File: src/design/gose_pkg.sv
// Shared types and constants for the glyph outline segment expander.
`timescale 1ns / 1ps

package gose_pkg;

  localparam int unsigned MAX_POINTS_DEF = 256;
  localparam int unsigned QUEUE_DEPTH    = 4;

  localparam int unsigned CMD_W      = 2;
  localparam int unsigned COEF_W     = 32;
  localparam int unsigned IN_DATA_W  = 88;
  localparam int unsigned OUT_DATA_W = 96;
  localparam int unsigned CFG_IDX_W  = 2;

  // Input selector codes
  localparam logic [CMD_W-1:0] CMD_BEGIN   = 2'd0;
  localparam logic [CMD_W-1:0] CMD_POINT   = 2'd1;
  localparam logic [CMD_W-1:0] CMD_OUTLINE = 2'd2;

  // Register indexes
  localparam logic [CFG_IDX_W-1:0] REG_COEF_XX = 2'd0;
  localparam logic [CFG_IDX_W-1:0] REG_COEF_XY = 2'd1;
  localparam logic [CFG_IDX_W-1:0] REG_COEF_YX = 2'd2;
  localparam logic [CFG_IDX_W-1:0] REG_COEF_YY = 2'd3;

  localparam logic signed [COEF_W-1:0] COEF_XX_RST = 32'sd65536;
  localparam logic signed [COEF_W-1:0] COEF_XY_RST = 32'sd0;
  localparam logic signed [COEF_W-1:0] COEF_YX_RST = 32'sd0;
  localparam logic signed [COEF_W-1:0] COEF_YY_RST = 32'sd65536;

  // Segment type field of a command byte
  localparam logic [1:0] SEG_LINE = 2'd2;
  localparam logic [1:0] SEG_QUAD = 2'd3;

  // Output kind flag
  localparam logic KIND_LINE = 1'b0;
  localparam logic KIND_QUAD = 1'b1;

  typedef enum logic [1:0] {
    OP_BEGIN,
    OP_POINT,
    OP_OUTLINE
  } gose_op_e;

  // One queued request: packed point (x low, y high) or command byte
  typedef struct packed {
    gose_op_e    op;
    logic [31:0] data;
  } gose_entry_t;

endpackage

File: src/design/gose_fifo.sv
// Short request queue between the front and back parts.
`timescale 1ns / 1ps

module gose_fifo #(
  parameter int unsigned DEPTH = gose_pkg::QUEUE_DEPTH
) (
  input  logic                  clk_i,
  input  logic                  rst_ni,
  input  logic                  push_i,
  input  gose_pkg::gose_entry_t entry_i,
  output logic                  ready_o,
  input  logic                  pop_i,
  output gose_pkg::gose_entry_t entry_o,
  output logic                  valid_o
);
  import gose_pkg::*;

  localparam int unsigned PW = (DEPTH > 1) ? $clog2(DEPTH) : 1;
  localparam int unsigned CW = $clog2(DEPTH + 1);

  gose_entry_t     slot_q [DEPTH];
  logic [PW-1:0]   wr_ptr_q, rd_ptr_q;
  logic [CW-1:0]   cnt_q;

  assign ready_o = (cnt_q != CW'(DEPTH));
  assign valid_o = (cnt_q != '0);
  assign entry_o = slot_q[rd_ptr_q];

  always_ff @(posedge clk_i or negedge rst_ni) begin
    if (!rst_ni) begin
      wr_ptr_q <= '0;
      rd_ptr_q <= '0;
      cnt_q    <= '0;
    end else begin
      if (push_i) begin
        wr_ptr_q <= (wr_ptr_q == PW'(DEPTH - 1)) ? '0 : wr_ptr_q + 1'b1;
      end
      if (pop_i) begin
        rd_ptr_q <= (rd_ptr_q == PW'(DEPTH - 1)) ? '0 : rd_ptr_q + 1'b1;
      end
      if (push_i && !pop_i) begin
        cnt_q <= cnt_q + 1'b1;
      end else if (pop_i && !push_i) begin
        cnt_q <= cnt_q - 1'b1;
      end
    end
  end

  always_ff @(posedge clk_i) begin
    if (push_i) begin
      slot_q[wr_ptr_q] <= entry_i;
    end
  end

endmodule

File: config.mk
export PLATFORM = sky130hd
export DESIGN_NAME = gose_fifo
export DESIGN_NICKNAME = d
export VERILOG_FILES = /design/src/design/gose_pkg.sv /design/src/design/gose_fifo.sv
export SDC_FILE = /design/constraint.sdc
export NUM_CORES = 1
export LEC_CHECK = 0
export ABC_AREA = 1
export BUFFER_PORTS_ARGS = -buffer_cell sky130_fd_sc_hd__buf_2
export CAP_MARGIN = 20
export CORE_MARGIN = 5
export CORE_UTILIZATION = 52
export CTS_BUF_LIST = sky130_fd_sc_hd__clkbuf_4 sky130_fd_sc_hd__clkbuf_8 sky130_fd_sc_hd__clkbuf_16
export CTS_CLUSTER_DIAMETER = 50
export DETAILED_ROUTE_END_ITERATION = 8
export PLACE_DENSITY = 0.76
export SLEW_MARGIN = 20
export SYNTH_ARGS = -nofsm -noshare
export SYNTH_HDL_FRONTEND = slang
export SYNTH_SLANG_ARGS = --single-unit
File: constraint.sdc
create_clock -name clk_i -period 1.7 [get_ports clk_i]
set_input_delay 0.085 -clock clk_i [delete_from_list [all_inputs] [get_ports clk_i]]
set_output_delay 0.085 -clock clk_i [all_outputs]
set_load 0.01 [all_outputs]
==> run summary, run 1 <==
status -> complete, but fails checks
failing checks -> negative setup slack
Die Y-Extent -> 117 µm
CTS Buf Count -> 17
Synth Area in Compound Gates -> 9.07%
first-pass GRT wire length -> 18.8 mm
unrepaired setup endpoints after global routing -> yes
r2r endpoint -> slot_q[0][28]$_DFFE_PP_
combinational family with the most area after synthesis -> buffers and inverters
Vias -> 3861
Worst Hold Class -> in -> reg
post-synthesis mux area share -> 0%
die span in x -> 117 µm
Setup Viol. Count Final -> 20
mean area per synthesized cell -> 13.1 µm²
Final Hold Viols -> 0
R2R Setup Slk -> 0.22 ns
fmax -> 565 MHz
Syn Inst Count -> 450
CP peak stage delay -> 0.45 ns
largest net degree at the start of global routing -> 49
worst slack at placement -> 0.239 ns
CP max stage cell -> dfrtp_2
clock buffer depth -> 2
yosys warns -> 0
Starting Density -> 52.4%
PD cells -> 1710 mW/mm²
Hold Startpoint -> push_i
routability cong. -> 0.739
leakage power -> 3.21 nW
Clock Latency Late Sink -> 0.42 ns
maximum fanout along the worst path -> 11
simple-gate share of the synthesized area -> 7.80%
Yosys reg bits -> 143
hold endpoint -> wr_ptr_q[0]$_DFFE_PN0P_
register area share after synthesis -> 72.1%
CTS root buf -> clkbuf_16
PortBufs -> 73
Hold Path Cell Cnt -> 2
Synth Cell Area -> 0.00590 mm²
vias in the first global route -> 3785
xor/xnor cell area share of the yosys netlist -> 0.148%
share of the synthesized area in the top cell type -> 69.2%
r2r startpoint -> wr_ptr_q[0]$_DFFE_PN0P_
crit end category -> primary output
worst reg-to-reg path cell count -> 5
I/O pin count -> 74
Worst slew margin -> 78.9%
H-tree levels -> 4
initial antenna violation count -> 0
period utilization -> 104%
critical path class -> reg -> out
layout cells sized above 1 -> 24.4%
most area-hungry cell type in the Yosys netlist -> edfxtp_1
count of different cell masters after synthesis -> 17
Max Slew Vio Count -> 0
Syn-to-layout area delta -> 30.4%
worst vdd ir -> 1050 µV
Worst EP arrival -> 1.69 ns
final antenna diode count -> 0
post-DR wirelength/cell -> 18.7 µm
Routed Antenna Nets -> 0
Clk pin slew, worst setup/hold paths -> 0.05 ns
worst path required time -> 1.62 ns
min Tclk post-route -> 1.77 ns
final worst slack -> -0.0712 ns
CORE AREA -> 0.0113 mm²
max-cap check violation count -> 0
clock sinks -> 143
Overflow after GRT -> 0
detailed-router iteration count before antenna repair -> 5
final core utilization -> 68.3%
worst clock skew -> 0.00834 ns
CTS tree -> done
Post-DP HPWL -> 7.01 mm
Die ar. -> 0.0136 mm²
adder-cell area share of the yosys netlist -> 1.61%
CP startpoint kind -> flip-flop
All-Layer GR Usage -> 18.4%
post-synth net total -> 495
Synth area leaders -> edfxtp_1 69%, o211ai_1 8.6%, nand2_1 7.3%
cell family with most CP delay -> buffers and inverters
Row Count -> 39
nets -> 630
CP bufs+invs -> 4
DRC -> 0
DRT iter0 DRCs -> 310
routed vias/inst -> 5.21
drt total wl -> 13.9 mm
fill count -> 725
crit-path cells -> buf_12 -> clkinv_8 -> clkbuf_16 -> o211ai_1 -> nand2_1 -> buf_2
Worst-Margin Slew -> 0.316 ns
-- where the power goes --
| group | internal [mW] | switching [mW] | leakage [nW] |
|---|---|---|---|
| combinational | 1.80 | 2.62 | 1.58 |
| sequential | 4.53 | 0.222 | 1.33 |
| clock | 2.60 | 1.37 | 0.305 |
-- metal layers --
layer,part of all wire [%],wire length (µm),track usage [%]
met1,41,5740,23.1
met2,51,7130,30.9
met3,6.2,862,4.56
met4,1.1,148,7.26
met5,0,0,0
-- cell type report --
type	count	area [µm²]	share of cell area, %
repair buffers	137	1160	15.1
flip-flops and latches	143	4260	55.4
clock inverters	10	160	2.08
repair inverters	1	16.3	0.211
multi-input cells	202	1110	14.4
well taps	143	179	2.32
clock buffers	22	482	6.26
inverters	83	329	4.28
-- synth_stat cells, drive strengths merged --
cell and n:
buf 16, clkbuf 6, dfrtp 7, edfxtp 136
fa 1, ha 6, inv 83, nand2 115
nand3 3, nand4 1, nor2 2, o211ai 68
o21ai 5, xnor2 1
-- worst reg2reg max path, stage by stage, from the launching register on --
cell and delay, ns:
dfrtp_1 0.41, inv_1 0.12, ha_1 0.16, nand2_1 0.08
clkinvlp_4 0.09, buf_4 0.29
-- worst max path at each step --
stage                             from                       to  cells after the start
6_report       rd_ptr_q[0]$_DFFE_PN0P_              entry_o[21]                      6
5_1_grt        rd_ptr_q[0]$_DFFE_PN0P_              entry_o[21]                      6
4_1_cts        rd_ptr_q[0]$_DFFE_PN0P_              entry_o[12]                      6
3_5_place_dp   wr_ptr_q[0]$_DFFE_PN0P_  slot_q[2][15]$_DFFE_PP_                      5
3_3_place_gp   wr_ptr_q[0]$_DFFE_PN0P_  slot_q[0][27]$_DFFE_PP_                      5
2_1_floorplan  wr_ptr_q[1]$_DFFE_PN0P_   slot_q[1][0]$_DFFE_PP_                      4
-- placed cells by master, fill, tap and decap left out, types with 3 or more instances in the layout --
cell type and n:
buf_4 12, nand2_1 111, clkbuf_8 3, buf_6 3, edfxtp_1 136, nand2_2 4
buf_2 73, clkinvlp_4 6, buf_12 4, dlygate4sd3_1 36, clkbuf_16 24, o21ai_0 5
ha_1 6, inv_1 77, o211ai_1 68, bufinv_16 4, nand3_1 3, dfrtp_1 5
-- registers in the layout (all words and copies together) (netlist names) --
name and flops:
wr_ptr_q 2, slot_q 136, cnt_q 3, rd_ptr_q 2
-- cells by family after synthesis --
logic type               Yosys count
AND/OR/NAND/NOR                  121
buffers and inverters            105
flip-flops                       143
XOR/XNOR                           1
AO/OA/AOI/OAI                     73
adder cells (fa/ha/maj)            7
-- through the flow --
stage	power, mW	hold WS, ns	instances	cell area (µm²)	setup TNS [ns]
after floorplan	7.23	-0.211	450	5910	0
after global placement	8.22	-0.0689	659	6390	0
after detailed placement	8.35	-0.0602	659	6390	0
after CTS	12.5	0.0232	729	7440	-0.159
after global routing	13.8	0.0652	741	7700	-1.90
final	13.1	0.0431	741	7700	-0.360
-- what timing repair did --
action                                  in CTS  in global routing
endpoints found under the setup margin      23                 34
pin swaps                                    6                  6
buffers inserted                             1                  1
gates resized for setup                      4                 10
hold endpoints to repair                   145                  0
cloned                                       1                 11
hold buffers                                36                  0
Note: power is estimated with default switching activity, not from simulation.
==> run 2, diff against run 1 <==
ABC_AREA = unset   (was 1)
CORE_UTILIZATION = 51   (was 52)
PLACE_DENSITY = 0.75   (was 0.76)
SKIP_CTS_REPAIR_TIMING = 1   (was unset)
SLEW_MARGIN = unset   (was 20)
==> run 2 against run 1 <==
Against the previous run:
- the flow still finishes with violations (negative setup slack)
- register-to-register slack hardly changed
- critical path depth shrank 2
- via count down 31%
- synthesized cell count shrank 52%
- clock power shrank 3%
- die area shrank 6.5%
- synthesized area down 8.9%
- global-route usage shrank 2.7 points
- combinational power down 8.6%
- clock skew down 0.0018 ns
==> run summary, run 2 <==
routed vias/inst -> 5.27
max reg flops -> 136
EDFF count, synth -> 136
Worst-Margin Slew -> 0.418 ns
Starting Density -> 52.1%
All-Layer GR Usage -> 15.7%
unrepaired setup endpoints after global routing -> yes
vias in the first global route -> 2638
CTS root buf -> clkbuf_8
Hold Path Cell Cnt -> 2
hold endpoint -> slot_q[2][27]$_DFFE_PP_
leakage power -> 2.60 nW
CP max stage cell -> mux4_2
period utilization -> 114%
Post-DP HPWL -> 5.84 mm
first-pass GRT wire length -> 14.5 mm
min Tclk post-route -> 1.94 ns
DRC -> 0
layout cells sized above 1 -> 44.0%
worst reg-to-reg path cell count -> 5
cell family with most CP delay -> multiplexers
register area share after synthesis -> 79.2%
most area-hungry cell type in the Yosys netlist -> edfxtp_1
clock sinks -> 143
Die Y-Extent -> 113 µm
CTS Buf Count -> 17
drt total wl -> 10.0 mm
die span in x -> 113 µm
CP bufs+invs -> 3
Max Slew Vio Count -> 0
Routed Antenna Nets -> 0
biggest regs -> slot_q (136), cnt_q (3)
detailed-router iteration count before antenna repair -> 4
yosys warns -> 0
Syn-to-layout area delta -> 34.9%
Syn Inst Count -> 216
Final Hold Viols -> 0
Clock Latency Late Sink -> 0.51 ns
nets -> 401
final antenna diode count -> 0
H-tree levels -> 4
Setup Viol. Count Final -> 34
worst path required time -> 1.62 ns
routability cong. -> 0.678
initial antenna violation count -> 0
max-cap check violation count -> 0
CORE AREA -> 0.0103 mm²
register area -> 0.00426 mm²
worst clock skew -> 0.00649 ns
commonest non-fill, non-tap cell in the layout -> edfxtp_1
fill count -> 638
fmax -> 515 MHz
worst vdd ir -> 1410 µV
DRT iter0 DRCs -> 176
crit end category -> primary output
CTS tree -> done
Die ar. -> 0.0127 mm²
count of different cell masters after synthesis -> 18
Overflow after GRT -> 0
critical path class -> reg -> out
final worst slack -> -0.244 ns
PD cells -> 1740 mW/mm²
ys async rst share -> 4.90%
Worst Hold Class -> in -> reg
Synth area leaders -> edfxtp_1 76%, mux4_2 12%, dfrtp_1 3.3%
failing checks -> negative setup slack
Multi-input gate area -> 997 µm²
R2R Setup Slk -> 0.23 ns
Top reg by flops -> slot_q
clock buffer depth -> 2
PortBufs -> 73
Row Count -> 37
largest net degree at the start of global routing -> 30
main flop type after synthesis -> edfxtp_1
r2r startpoint -> rd_ptr_q[0]$_DFFE_PN0P_
CP peak stage delay -> 0.55 ns
Hold Startpoint -> entry_i[27]
Clk pin slew, worst setup/hold paths -> 0.06 ns
CP startpoint kind -> flip-flop
status -> complete, but fails checks
Post-synth top cells -> 136 x edfxtp_1, 28 x mux4_2, 7 x dfrtp_1, 6 x ha_1, 6 x mux4_1
Vias -> 2657
crit-path most repeated cell -> buf_6
post-DR wirelength/cell -> 19.9 µm
Worst Hold Slack -> 0.324 ns
share of the synthesized area in the top cell type -> 76.0%
maximum fanout along the worst path -> 7
mean area per synthesized cell -> 24.9 µm²
Worst slew margin -> 72.1%
highest-count cells in the layout ignoring fill and taps -> 136 x edfxtp_1, 51 x buf_2, 38 x dlygate4sd3_1
Worst EP arrival -> 1.86 ns
worst slack at placement -> 0.226 ns
most frequent cell after synthesis -> edfxtp_1
post-synth net total -> 261
Yosys reg bits -> 143
Synth Cell Area -> 0.00538 mm²
crit-path cells -> buf_6 -> buf_12 -> mux4_2 -> buf_6
I/O pin count -> 74
r2r endpoint -> rd_ptr_q[1]$_DFFE_PN0P_
-- run 2: power breakdown --
group          total [mW]  leakage, nW  switching [mW]  internal, mW
Clock                3.84        0.292            1.30          2.54
Combinational        4.04        0.981            1.75          2.28
Sequential           4.78         1.33           0.239          4.54
-- run 2: how the worst max path moves through the flow --
stage | startpoint | end | slack (ns) | cells after the start
detailed placement | rd_ptr_q[0]$_DFFE_PN0P_ | entry_o[28] | 0.23 | 3
CTS | rd_ptr_q[0]$_DFFE_PN0P_ | entry_o[28] | -0.33 | 3
finish | rd_ptr_q[0]$_DFFE_PN0P_ | entry_o[18] | -0.24 | 4
floorplan | wr_ptr_q[0]$_DFFE_PN0P_ | slot_q[0][0]$_DFFE_PP_ | 0.20 | 3
global route | rd_ptr_q[0]$_DFFE_PN0P_ | entry_o[18] | -0.32 | 4
global placement | rd_ptr_q[0]$_DFFE_PN0P_ | entry_o[28] | 0.23 | 3
-- run 2: worst reg2reg max path, delay by kind of cell (launching register included) --
kind	cells	cell delay, ns
adder cells (fa/ha/maj)	1	0.27
buffers and inverters	3	0.41
flip-flops	1	0.41
multiplexers	1	0.26
-- run 2: layout make-up --
| class | instances | share of cell area (%) |
|---|---|---|
| Clock inverter | 12 | 2.66 |
| Tap cell | 136 | 2.35 |
| Inverter | 4 | 0.207 |
| Multi-Input combinational cell | 61 | 13.8 |
| Sequential cell | 143 | 58.8 |
| Clock buffer | 19 | 5.92 |
| Timing Repair Buffer | 129 | 16.4 |
-- run 2: kinds of logic after synthesis --
group / after synthesis / share of synthesized area (%)
XOR/XNOR: 3 / 0.489
AND/OR/NAND/NOR: 12 / 1.07
flip-flops: 143 / 79.2
buffers and inverters: 12 / 1.98
multiplexers: 37 / 15.3
AO/OA/AOI/OAI: 2 / 0.186
adder cells (fa/ha/maj): 7 / 1.77
-- run 2: metrics by stage --
step / power, mW / setup TNS (ns) / util [%] / area, µm² / cells
floorplan: 6.86 / 0 / - / 5380 / 216
global placement: 7.93 / 0 / 58.1 / 6000 / 428
detailed placement: 8.00 / 0 / 58.1 / 6000 / 428
CTS: 11.9 / -8.62 / 64.1 / 6620 / 459
global route: 13.2 / -9.19 / 70.2 / 7250 / 504
finish: 12.7 / -7.01 / 70.2 / 7250 / 504
-- run 2: layer usage --
| layer | track usage, % | vias to the layer above | wire length, µm |
|---|---|---|---|
| li1 | - | 1186 | - |
| met1 | 19.6 | 1379 | 4310 |
| met2 | 25.6 | 79 | 5080 |
| met3 | 5.50 | 13 | 496 |
| met4 | 5.53 | 0 | 124 |
| met5 | 0 | - | 0 |
