<file path="src/design/gose_pkg.sv">
// Shared types and constants for the glyph outline segment expander.
`timescale 1ns / 1ps

package gose_pkg;

  localparam int unsigned MAX_POINTS_DEF = 256;
  localparam int unsigned QUEUE_DEPTH    = 4;

  localparam int unsigned CMD_W      = 2;
  localparam int unsigned COEF_W     = 32;
  localparam int unsigned IN_DATA_W  = 88;
  localparam int unsigned OUT_DATA_W = 96;
  localparam int unsigned CFG_IDX_W  = 2;

  // Input selector codes
  localparam logic [CMD_W-1:0] CMD_BEGIN   = 2'd0;
  localparam logic [CMD_W-1:0] CMD_POINT   = 2'd1;
  localparam logic [CMD_W-1:0] CMD_OUTLINE = 2'd2;

  // Register indexes
  localparam logic [CFG_IDX_W-1:0] REG_COEF_XX = 2'd0;
  localparam logic [CFG_IDX_W-1:0] REG_COEF_XY = 2'd1;
  localparam logic [CFG_IDX_W-1:0] REG_COEF_YX = 2'd2;
  localparam logic [CFG_IDX_W-1:0] REG_COEF_YY = 2'd3;

  localparam logic signed [COEF_W-1:0] COEF_XX_RST = 32'sd65536;
  localparam logic signed [COEF_W-1:0] COEF_XY_RST = 32'sd0;
  localparam logic signed [COEF_W-1:0] COEF_YX_RST = 32'sd0;
  localparam logic signed [COEF_W-1:0] COEF_YY_RST = 32'sd65536;

  // Segment type field of a command byte
  localparam logic [1:0] SEG_LINE = 2'd2;
  localparam logic [1:0] SEG_QUAD = 2'd3;

  // Output kind flag
  localparam logic KIND_LINE = 1'b0;
  localparam logic KIND_QUAD = 1'b1;

  typedef enum logic [1:0] {
    OP_BEGIN,
    OP_POINT,
    OP_OUTLINE
  } gose_op_e;

  // One queued request: packed point (x low, y high) or command byte
  typedef struct packed {
    gose_op_e    op;
    logic [31:0] data;
  } gose_entry_t;

endpackage

</file>
<file path="src/design/gose_front.sv">
// Front part: accepts items, transforms points to pixels, queues requests.
`timescale 1ns / 1ps

module gose_front (
  input  logic                                  clk_i,
  input  logic                                  rst_ni,
  input  logic                                  cfg_we_i,
  input  logic [gose_pkg::CFG_IDX_W-1:0]        cfg_idx_i,
  input  logic [gose_pkg::COEF_W-1:0]           cfg_data_i,
  input  logic                                  in_valid_i,
  output logic                                  in_ready_o,
  input  logic [gose_pkg::CMD_W-1:0]            in_cmd_i,
  input  logic [gose_pkg::IN_DATA_W-1:0]        in_data_i,
  output logic                                  push_o,
  output gose_pkg::gose_entry_t                 entry_o,
  input  logic                                  q_ready_i
);
  import gose_pkg::*;

  logic signed [COEF_W-1:0] coef_xx_q, coef_xy_q, coef_yx_q, coef_yy_q;
  logic signed [31:0]       org_x_q, org_y_q;

  logic [7:0]          px, py, in_cb;
  logic signed [31:0]  in_org_x, in_org_y;
  gose_op_e            in_op;
  logic                in_keep;
  logic                adv;
  logic signed [40:0]  prod_xx_d, prod_xy_d, prod_yx_d, prod_yy_d;
  logic signed [42:0]  sum_x_d, sum_y_d;

  // Stage 1: products
  logic                s1_v_q;
  gose_op_e            s1_op_q;
  logic signed [40:0]  s1_pxx_q, s1_pxy_q, s1_pyx_q, s1_pyy_q;
  logic signed [31:0]  s1_org_x_q, s1_org_y_q;
  logic [7:0]          s1_cb_q;
  // Stage 2: sums
  logic                s2_v_q;
  gose_op_e            s2_op_q;
  logic signed [42:0]  s2_sx_q, s2_sy_q;
  logic [7:0]          s2_cb_q;
  // Stage 3: queue entry
  logic                s3_v_q;
  gose_entry_t         s3_entry_q;

  function automatic logic [15:0] round_sat(input logic signed [42:0] s);
    logic signed [42:0] r;
    logic signed [26:0] q;
    r = s + 43'sd32768;
    q = r[42:16];
    if (q > 27'sd32767) begin
      return 16'h7fff;
    end else if (q < -27'sd32768) begin
      return 16'h8000;
    end else begin
      return q[15:0];
    end
  endfunction

  assign in_org_x = in_data_i[31:0];
  assign in_org_y = in_data_i[63:32];
  assign px       = in_data_i[71:64];
  assign py       = in_data_i[79:72];
  assign in_cb    = in_data_i[87:80];

  always_comb begin
    in_keep = 1'b1;
    case (in_cmd_i)
      CMD_BEGIN:   in_op = OP_BEGIN;
      CMD_POINT:   in_op = OP_POINT;
      CMD_OUTLINE: in_op = OP_OUTLINE;
      default: begin
        in_op   = OP_BEGIN;
        in_keep = 1'b0;
      end
    endcase
  end

  assign prod_xx_d = $signed({1'b0, px}) * coef_xx_q;
  assign prod_xy_d = $signed({1'b0, py}) * coef_xy_q;
  assign prod_yx_d = $signed({1'b0, px}) * coef_yx_q;
  assign prod_yy_d = $signed({1'b0, py}) * coef_yy_q;

  assign sum_x_d = 43'(s1_pxx_q) + 43'(s1_pxy_q) + 43'(org_x_q);
  assign sum_y_d = 43'(s1_pyx_q) + 43'(s1_pyy_q) + 43'(org_y_q);

  // The whole pipe holds while the queue refuses the oldest request
  assign adv        = !s3_v_q || q_ready_i;
  assign in_ready_o = adv;
  assign push_o     = s3_v_q && q_ready_i;
  assign entry_o    = s3_entry_q;

  always_ff @(posedge clk_i or negedge rst_ni) begin
    if (!rst_ni) begin
      coef_xx_q <= COEF_XX_RST;
      coef_xy_q <= COEF_XY_RST;
      coef_yx_q <= COEF_YX_RST;
      coef_yy_q <= COEF_YY_RST;
    end else if (cfg_we_i) begin
      case (cfg_idx_i)
        REG_COEF_XX: coef_xx_q <= cfg_data_i;
        REG_COEF_XY: coef_xy_q <= cfg_data_i;
        REG_COEF_YX: coef_yx_q <= cfg_data_i;
        REG_COEF_YY: coef_yy_q <= cfg_data_i;
        default: ;
      endcase
    end
  end

  always_ff @(posedge clk_i or negedge rst_ni) begin
    if (!rst_ni) begin
      s1_v_q  <= 1'b0;
      s2_v_q  <= 1'b0;
      s3_v_q  <= 1'b0;
      org_x_q <= '0;
      org_y_q <= '0;
    end else if (adv) begin
      s1_v_q <= in_valid_i && in_keep;
      s2_v_q <= s1_v_q;
      s3_v_q <= s2_v_q;
      // Origin changes as the begin request leaves stage 1, so points
      // ahead of it have already added the old origin
      if (s1_v_q && s1_op_q == OP_BEGIN) begin
        org_x_q <= s1_org_x_q;
        org_y_q <= s1_org_y_q;
      end
    end
  end

  always_ff @(posedge clk_i) begin
    if (adv) begin
      s1_op_q    <= in_op;
      s1_pxx_q   <= prod_xx_d;
      s1_pxy_q   <= prod_xy_d;
      s1_pyx_q   <= prod_yx_d;
      s1_pyy_q   <= prod_yy_d;
      s1_org_x_q <= in_org_x;
      s1_org_y_q <= in_org_y;
      s1_cb_q    <= in_cb;

      s2_op_q <= s1_op_q;
      s2_sx_q <= sum_x_d;
      s2_sy_q <= sum_y_d;
      s2_cb_q <= s1_cb_q;

      s3_entry_q.op <= s2_op_q;
      case (s2_op_q)
        OP_POINT:   s3_entry_q.data <= {round_sat(s2_sy_q), round_sat(s2_sx_q)};
        OP_OUTLINE: s3_entry_q.data <= {24'd0, s2_cb_q};
        default:    s3_entry_q.data <= '0;
      endcase
    end
  end

endmodule

</file>
<file path="config.mk">
export PLATFORM = sky130hd
export DESIGN_NAME = gose_front
export DESIGN_NICKNAME = d
export VERILOG_FILES = /design/src/design/gose_pkg.sv /design/src/design/gose_front.sv
export SDC_FILE = /design/constraint.sdc
export NUM_CORES = 2
export LEC_CHECK = 0
export BUFFER_PORTS_ARGS = -buffer_cell sky130_fd_sc_hd__buf_4
export CORE_MARGIN = 10
export CORE_UTILIZATION = 40
export CTS_CLUSTER_SIZE = 24
export DETAILED_ROUTE_END_ITERATION = 8
export SLEW_MARGIN = 25
export SYNTH_ARGS = -nofsm -noshare
export SYNTH_HDL_FRONTEND = slang
export SYNTH_SLANG_ARGS = --single-unit
</file>
<file path="constraint.sdc">
create_clock -name clk_i -period 25 [get_ports clk_i]
set_input_delay 3.75 -clock clk_i [delete_from_list [all_inputs] [get_ports clk_i]]
set_output_delay 3.75 -clock clk_i [all_outputs]
set_load 0.005 [all_outputs]
</file>
==> report_table.html <==
<table>
<tr><th>Metric</th><th>Value</th></tr>
<tr><th colspan="2">Placed design</th></tr>
<tr><td>Placer's final routability congestion estimate</td><td>0.8626</td></tr>
<tr><td>Half-perimeter wire length after detailed placement</td><td>104300 µm</td></tr>
<tr><td>IO Port Bufs</td><td>164</td></tr>
<tr><th colspan="2">Worst setup path</th></tr>
<tr><td>Crit path DAT</td><td>slightly above 10 ns</td></tr>
<tr><td>Category of the most critical setup path</td><td>input port to flip-flop</td></tr>
<tr><td>Largest fanout on the critical path</td><td>41</td></tr>
<tr><td>Crit. End Element</td><td>flip-flop</td></tr>
<tr><td>Startpoint class of the critical path</td><td>input port</td></tr>
<tr><td>Worst EP required</td><td>25.43 ns</td></tr>
<tr><th colspan="2">Synth</th></tr>
<tr><td>Number of synthesized flops with an enable pin</td><td>~340</td></tr>
<tr><td>Fraction of registers with async set/reset</td><td>0.3659</td></tr>
<tr><td>Top flip-flop cell by instance count after synthesis</td><td>sky130_fd_sc_hd__edfxtp_1</td></tr>
<tr><td>Total number of yosys warnings</td><td>0</td></tr>
<tr><td>Post-synthesis cell count</td><td>about 5700</td></tr>
<tr><td>Combined area of all synthesized cells</td><td>between 0.05 and 0.06 mm²</td></tr>
<tr><td>Flops &amp; latches, synth</td><td>533</td></tr>
<tr><td>Average cell area after synthesis</td><td>~10 µm²</td></tr>
<tr><td>Synth Net Count</td><td>between 7000 and 8000</td></tr>
<tr><td>Seq/Total Area, Yosys</td><td>0.2567</td></tr>
<tr><td>Number of different library cells in the post-synthesis netlist</td><td>85</td></tr>
<tr><th colspan="2">Timing</th></tr>
<tr><td>Tightest Pin Transition</td><td>1.033 ns</td></tr>
<tr><td>Setup Viol. Count Final</td><td>0</td></tr>
<tr><td>Aggregate negative setup slack</td><td>0 ns</td></tr>
<tr><td>Max frequency</td><td>0.1024 GHz</td></tr>
<tr><td>Post-route clock period utilization</td><td>0.3907</td></tr>
<tr><td>Shortest period the worst path allows</td><td>9.767 ns</td></tr>
<tr><td>Final hold violation count</td><td>0</td></tr>
<tr><td>Worst clock skew</td><td>between 0.015 and 0.02 ns</td></tr>
<tr><td>Final Slew Violations</td><td>0</td></tr>
<tr><td>RSZ-0062 raised after global routing</td><td>no</td></tr>
<tr><td>Worst slew slack as a fraction of its limit</td><td>0.3082</td></tr>
<tr><th colspan="2">Drt</th></tr>
<tr><td>Vias after detailed routing</td><td>39068</td></tr>
<tr><td>Total routed wirelength</td><td>137200 µm</td></tr>
<tr><td>Remaining antenna violation count</td><td>0</td></tr>
<tr><td>Drc violations</td><td>0</td></tr>
<tr><td>Wire length per cell after detailed routing</td><td>17.77 µm</td></tr>
<tr><td>Vias/cell</td><td>5.061</td></tr>
<tr><td>First DRT Iteration DRCs</td><td>between 2000 and 2500</td></tr>
<tr><td>First-pass DRT Iterations</td><td>5</td></tr>
<tr><th colspan="2">Die</th></tr>
<tr><td>Area enclosed by the die boundary</td><td>between 0.15 and 0.2 mm²</td></tr>
<tr><td>Die outline width</td><td>402.6 µm</td></tr>
<tr><td>Area inside the core boundary</td><td>0.1456 mm²</td></tr>
<tr><td>Die Ht</td><td>around 400 µm</td></tr>
<tr><td>Row count</td><td>140</td></tr>
<tr><td>Initial cell density of the core</td><td>0.4023</td></tr>
<tr><td>Ports placed on the boundary</td><td>165</td></tr>
<tr><th colspan="2">Clock tree</th></tr>
<tr><td>Maximum clock insertion buffer count</td><td>3</td></tr>
<tr><td>Clock latency of the later-clocked register in the worst-skew pair</td><td>0.69 ns</td></tr>
<tr><td>Number of sinks driven by the clock tree</td><td>roughly 530</td></tr>
<tr><td>TritonCTS clock tree</td><td>yes</td></tr>
<tr><td>Post-CTS setup buffer count</td><td>0</td></tr>
<tr><td>Number of hold buffers added after cts</td><td>0</td></tr>
<tr><td>Number of gates given a new drive strength after cts</td><td>0</td></tr>
<tr><td>Clock-pin transition on the worst setup and hold timing paths</td><td>approximately 0.06 ns</td></tr>
<tr><td>Number of buffers created by CTS</td><td>70</td></tr>
<tr><td>H-Tree Level Count</td><td>3</td></tr>
<tr><td>Cell at the root of the clock tree</td><td>sky130_fd_sc_hd__clkbuf_16</td></tr>
<tr><th colspan="2">GRT</th></tr>
<tr><td>Overall Global Routing Usage</td><td>0.1727</td></tr>
<tr><td>Global-route wire length before repair</td><td>around 220000 µm</td></tr>
<tr><td>Remaining Overflow, GRT</td><td>0</td></tr>
<tr><td>Maximum number of pins on one net before global-route repair</td><td>152</td></tr>
<tr><td>Initial antenna violation count</td><td>7</td></tr>
<tr><td>Vias in the first global route</td><td>40962</td></tr>
<tr><th colspan="2">Finish</th></tr>
<tr><td>Area Overhead vs Synth</td><td>9.341%</td></tr>
<tr><td>Fill cell count</td><td>13790</td></tr>
<tr><td>Multi-input logic area</td><td>about 0.039 mm²</td></tr>
<tr><td>Register cell area after layout</td><td>0.01503 mm²</td></tr>
<tr><td>Count of nets after finishing</td><td>7159</td></tr>
<tr><td>Fraction of final layout cells sized beyond drive strength 1</td><td>0.09290</td></tr>
<tr><th colspan="2">Run</th></tr>
<tr><td>Max-cap viol count</td><td>0</td></tr>
<tr><th colspan="2">Worst hold path</th></tr>
<tr><td>Worst Hold Class</td><td>flip-flop to flip-flop</td></tr>
<tr><th colspan="2">Outcome</th></tr>
<tr><td>Result of the run</td><td>finished, final reports clean</td></tr>
</table>
-- final timing paths --
kind | to | from | slack (ns) | cells past startpoint
worst min register to register | s2_cb_q[1] | s1_cb_q[1] | 0.42 | 0
worst max register to register | s1_pxy_q[40] | coef_xy_q[4] | 18.57 | 20
min in group asynchronous | org_y_q[1] | rst_ni | 3.08 | 1
worst max-delay path | s1_pxy_q[40] | in_data_i[74] | 15.23 | 21
worst min-delay path | s2_cb_q[1] | s1_cb_q[1] | 0.42 | 0
max in group asynchronous | coef_xx_q[27] | rst_ni | 20.43 | 2
-- registers in the layout (all words and copies together) (netlist names), 32 cells and up --
signal / flops
s1_org_x_q: 32
coef_xy_q: 32
org_y_q: 32
s1_pyy_q: 41
s1_pyx_q: 41
entry_o: 34
s1_pxy_q: 41
coef_yy_q: 32
coef_yx_q: 32
org_x_q: 32
coef_xx_q: 32
s1_org_y_q: 32
s1_pxx_q: 41
-- cell usage after synthesis (all sizes together) (72+ instances only) --
cell / number / share of area
nor2: 146 / 0.0094
fa: 872 / 0.30
xnor2: 157 / 0.023
o21ai: 120 / 0.011
ha: 414 / 0.088
xor2: 72 / 0.011
and2: 587 / 0.063
dfrtp: 193 / 0.082
inv: 1095 / 0.070
a21o: 75 / 0.0096
mux2: 194 / 0.037
clkbuf: 153 / 0.0098
nand2: 555 / 0.036
a21oi: 185 / 0.016
edfxtp: 338 / 0.17
nand3: 72 / 0.0065
-- layout make-up --
type                    count  area share
diodes                      1  0.00003908
inverters                1095     0.06419
well taps                1917     0.03746
flip-flops and latches    533      0.2347
multi-input cells        3868      0.6058
clock inverters            42    0.006467
repair buffers            176     0.02114
clock buffers              88     0.03019
-- logic make-up (layout without fill, tap and decap cells) --
kind of cell | count (synthesis) | count (layout) | share of synthesized area
flip-flops | 533 | 533 | 0.2567
multiplexers | 195 | 195 | 0.03747
AND/OR/NAND/NOR | 1557 | 1557 | 0.1360
buffers and inverters | 1270 | 1401 | 0.08163
other | 0 | 1 | 0
XOR/XNOR | 229 | 229 | 0.03425
AO/OA/AOI/OAI | 601 | 601 | 0.06741
adder cells (fa/ha/maj) | 1286 | 1286 | 0.3865
-- layer usage --
layer	track usage	routed length, µm	share of wire	up-vias
li1	-	-	-	18088
met1	0.2374	62000	0.45	20030
met2	0.2783	64130	0.47	748
met3	0.02742	6859	0.050	190
met4	0.05542	4065	0.030	12
met5	0	96	0.00070	-
-- critical path: stages --
cell and delay (ns):
sky130_fd_sc_hd__buf_4 0.27, sky130_fd_sc_hd__buf_4 0.54, sky130_fd_sc_hd__nand2_1 0.14, sky130_fd_sc_hd__fa_1 0.50, sky130_fd_sc_hd__inv_1 0.05, sky130_fd_sc_hd__fa_1 0.50, sky130_fd_sc_hd__inv_1 0.05, sky130_fd_sc_hd__fa_1 0.48
sky130_fd_sc_hd__fa_1 0.49, sky130_fd_sc_hd__inv_1 0.04, sky130_fd_sc_hd__ha_1 0.33, sky130_fd_sc_hd__o21ai_0 0.25, sky130_fd_sc_hd__o21ai_0 0.20, sky130_fd_sc_hd__a211oi_1 0.36, sky130_fd_sc_hd__nor3_1 0.21, sky130_fd_sc_hd__a2111oi_1 0.91
sky130_fd_sc_hd__o21ai_0 0.32, sky130_fd_sc_hd__a311oi_1 0.38, sky130_fd_sc_hd__o21bai_1 0.12, sky130_fd_sc_hd__a21oi_1 0.17, sky130_fd_sc_hd__xnor2_1 0.08
-- cell usage in the layout, fill, tap and decap left out, types with 36 or more instances in the layout --
master,count
sky130_fd_sc_hd__xor2_1,72
sky130_fd_sc_hd__a21o_1,75
sky130_fd_sc_hd__nor2_1,146
sky130_fd_sc_hd__clkbuf_16,73
sky130_fd_sc_hd__edfxtp_1,338
sky130_fd_sc_hd__and2_1,587
sky130_fd_sc_hd__xnor2_1,157
sky130_fd_sc_hd__nand3_1,68
sky130_fd_sc_hd__inv_1,1095
sky130_fd_sc_hd__o21bai_1,36
sky130_fd_sc_hd__a21oi_1,183
sky130_fd_sc_hd__o21ai_0,106
sky130_fd_sc_hd__nand2_1,555
sky130_fd_sc_hd__ha_1,414
sky130_fd_sc_hd__dfrtp_1,193
sky130_fd_sc_hd__fa_1,872
sky130_fd_sc_hd__buf_4,173
sky130_fd_sc_hd__mux2_2,194
sky130_fd_sc_hd__nor3_1,37
-- per-stage QoR --
stage	utilization	hold WS [ns]	worst slack (ns)	std cells	area (µm²)
final	0.4399	0.4181	15.23	7720	64040
after global routing	0.4399	0.4215	14.98	7719	64030
after CTS	0.4398	0.4193	15.50	7719	64020
after detailed placement	0.4237	0.4057	14.78	7589	61670
after global placement	0.4237	0.4018	14.78	7589	61670
after floorplan	-	0.4003	8.118	5671	58560
Power is left out: the tool's default activity adds up to more than one toggle a clock period on the data nets, which glitch-free logic cannot reach.
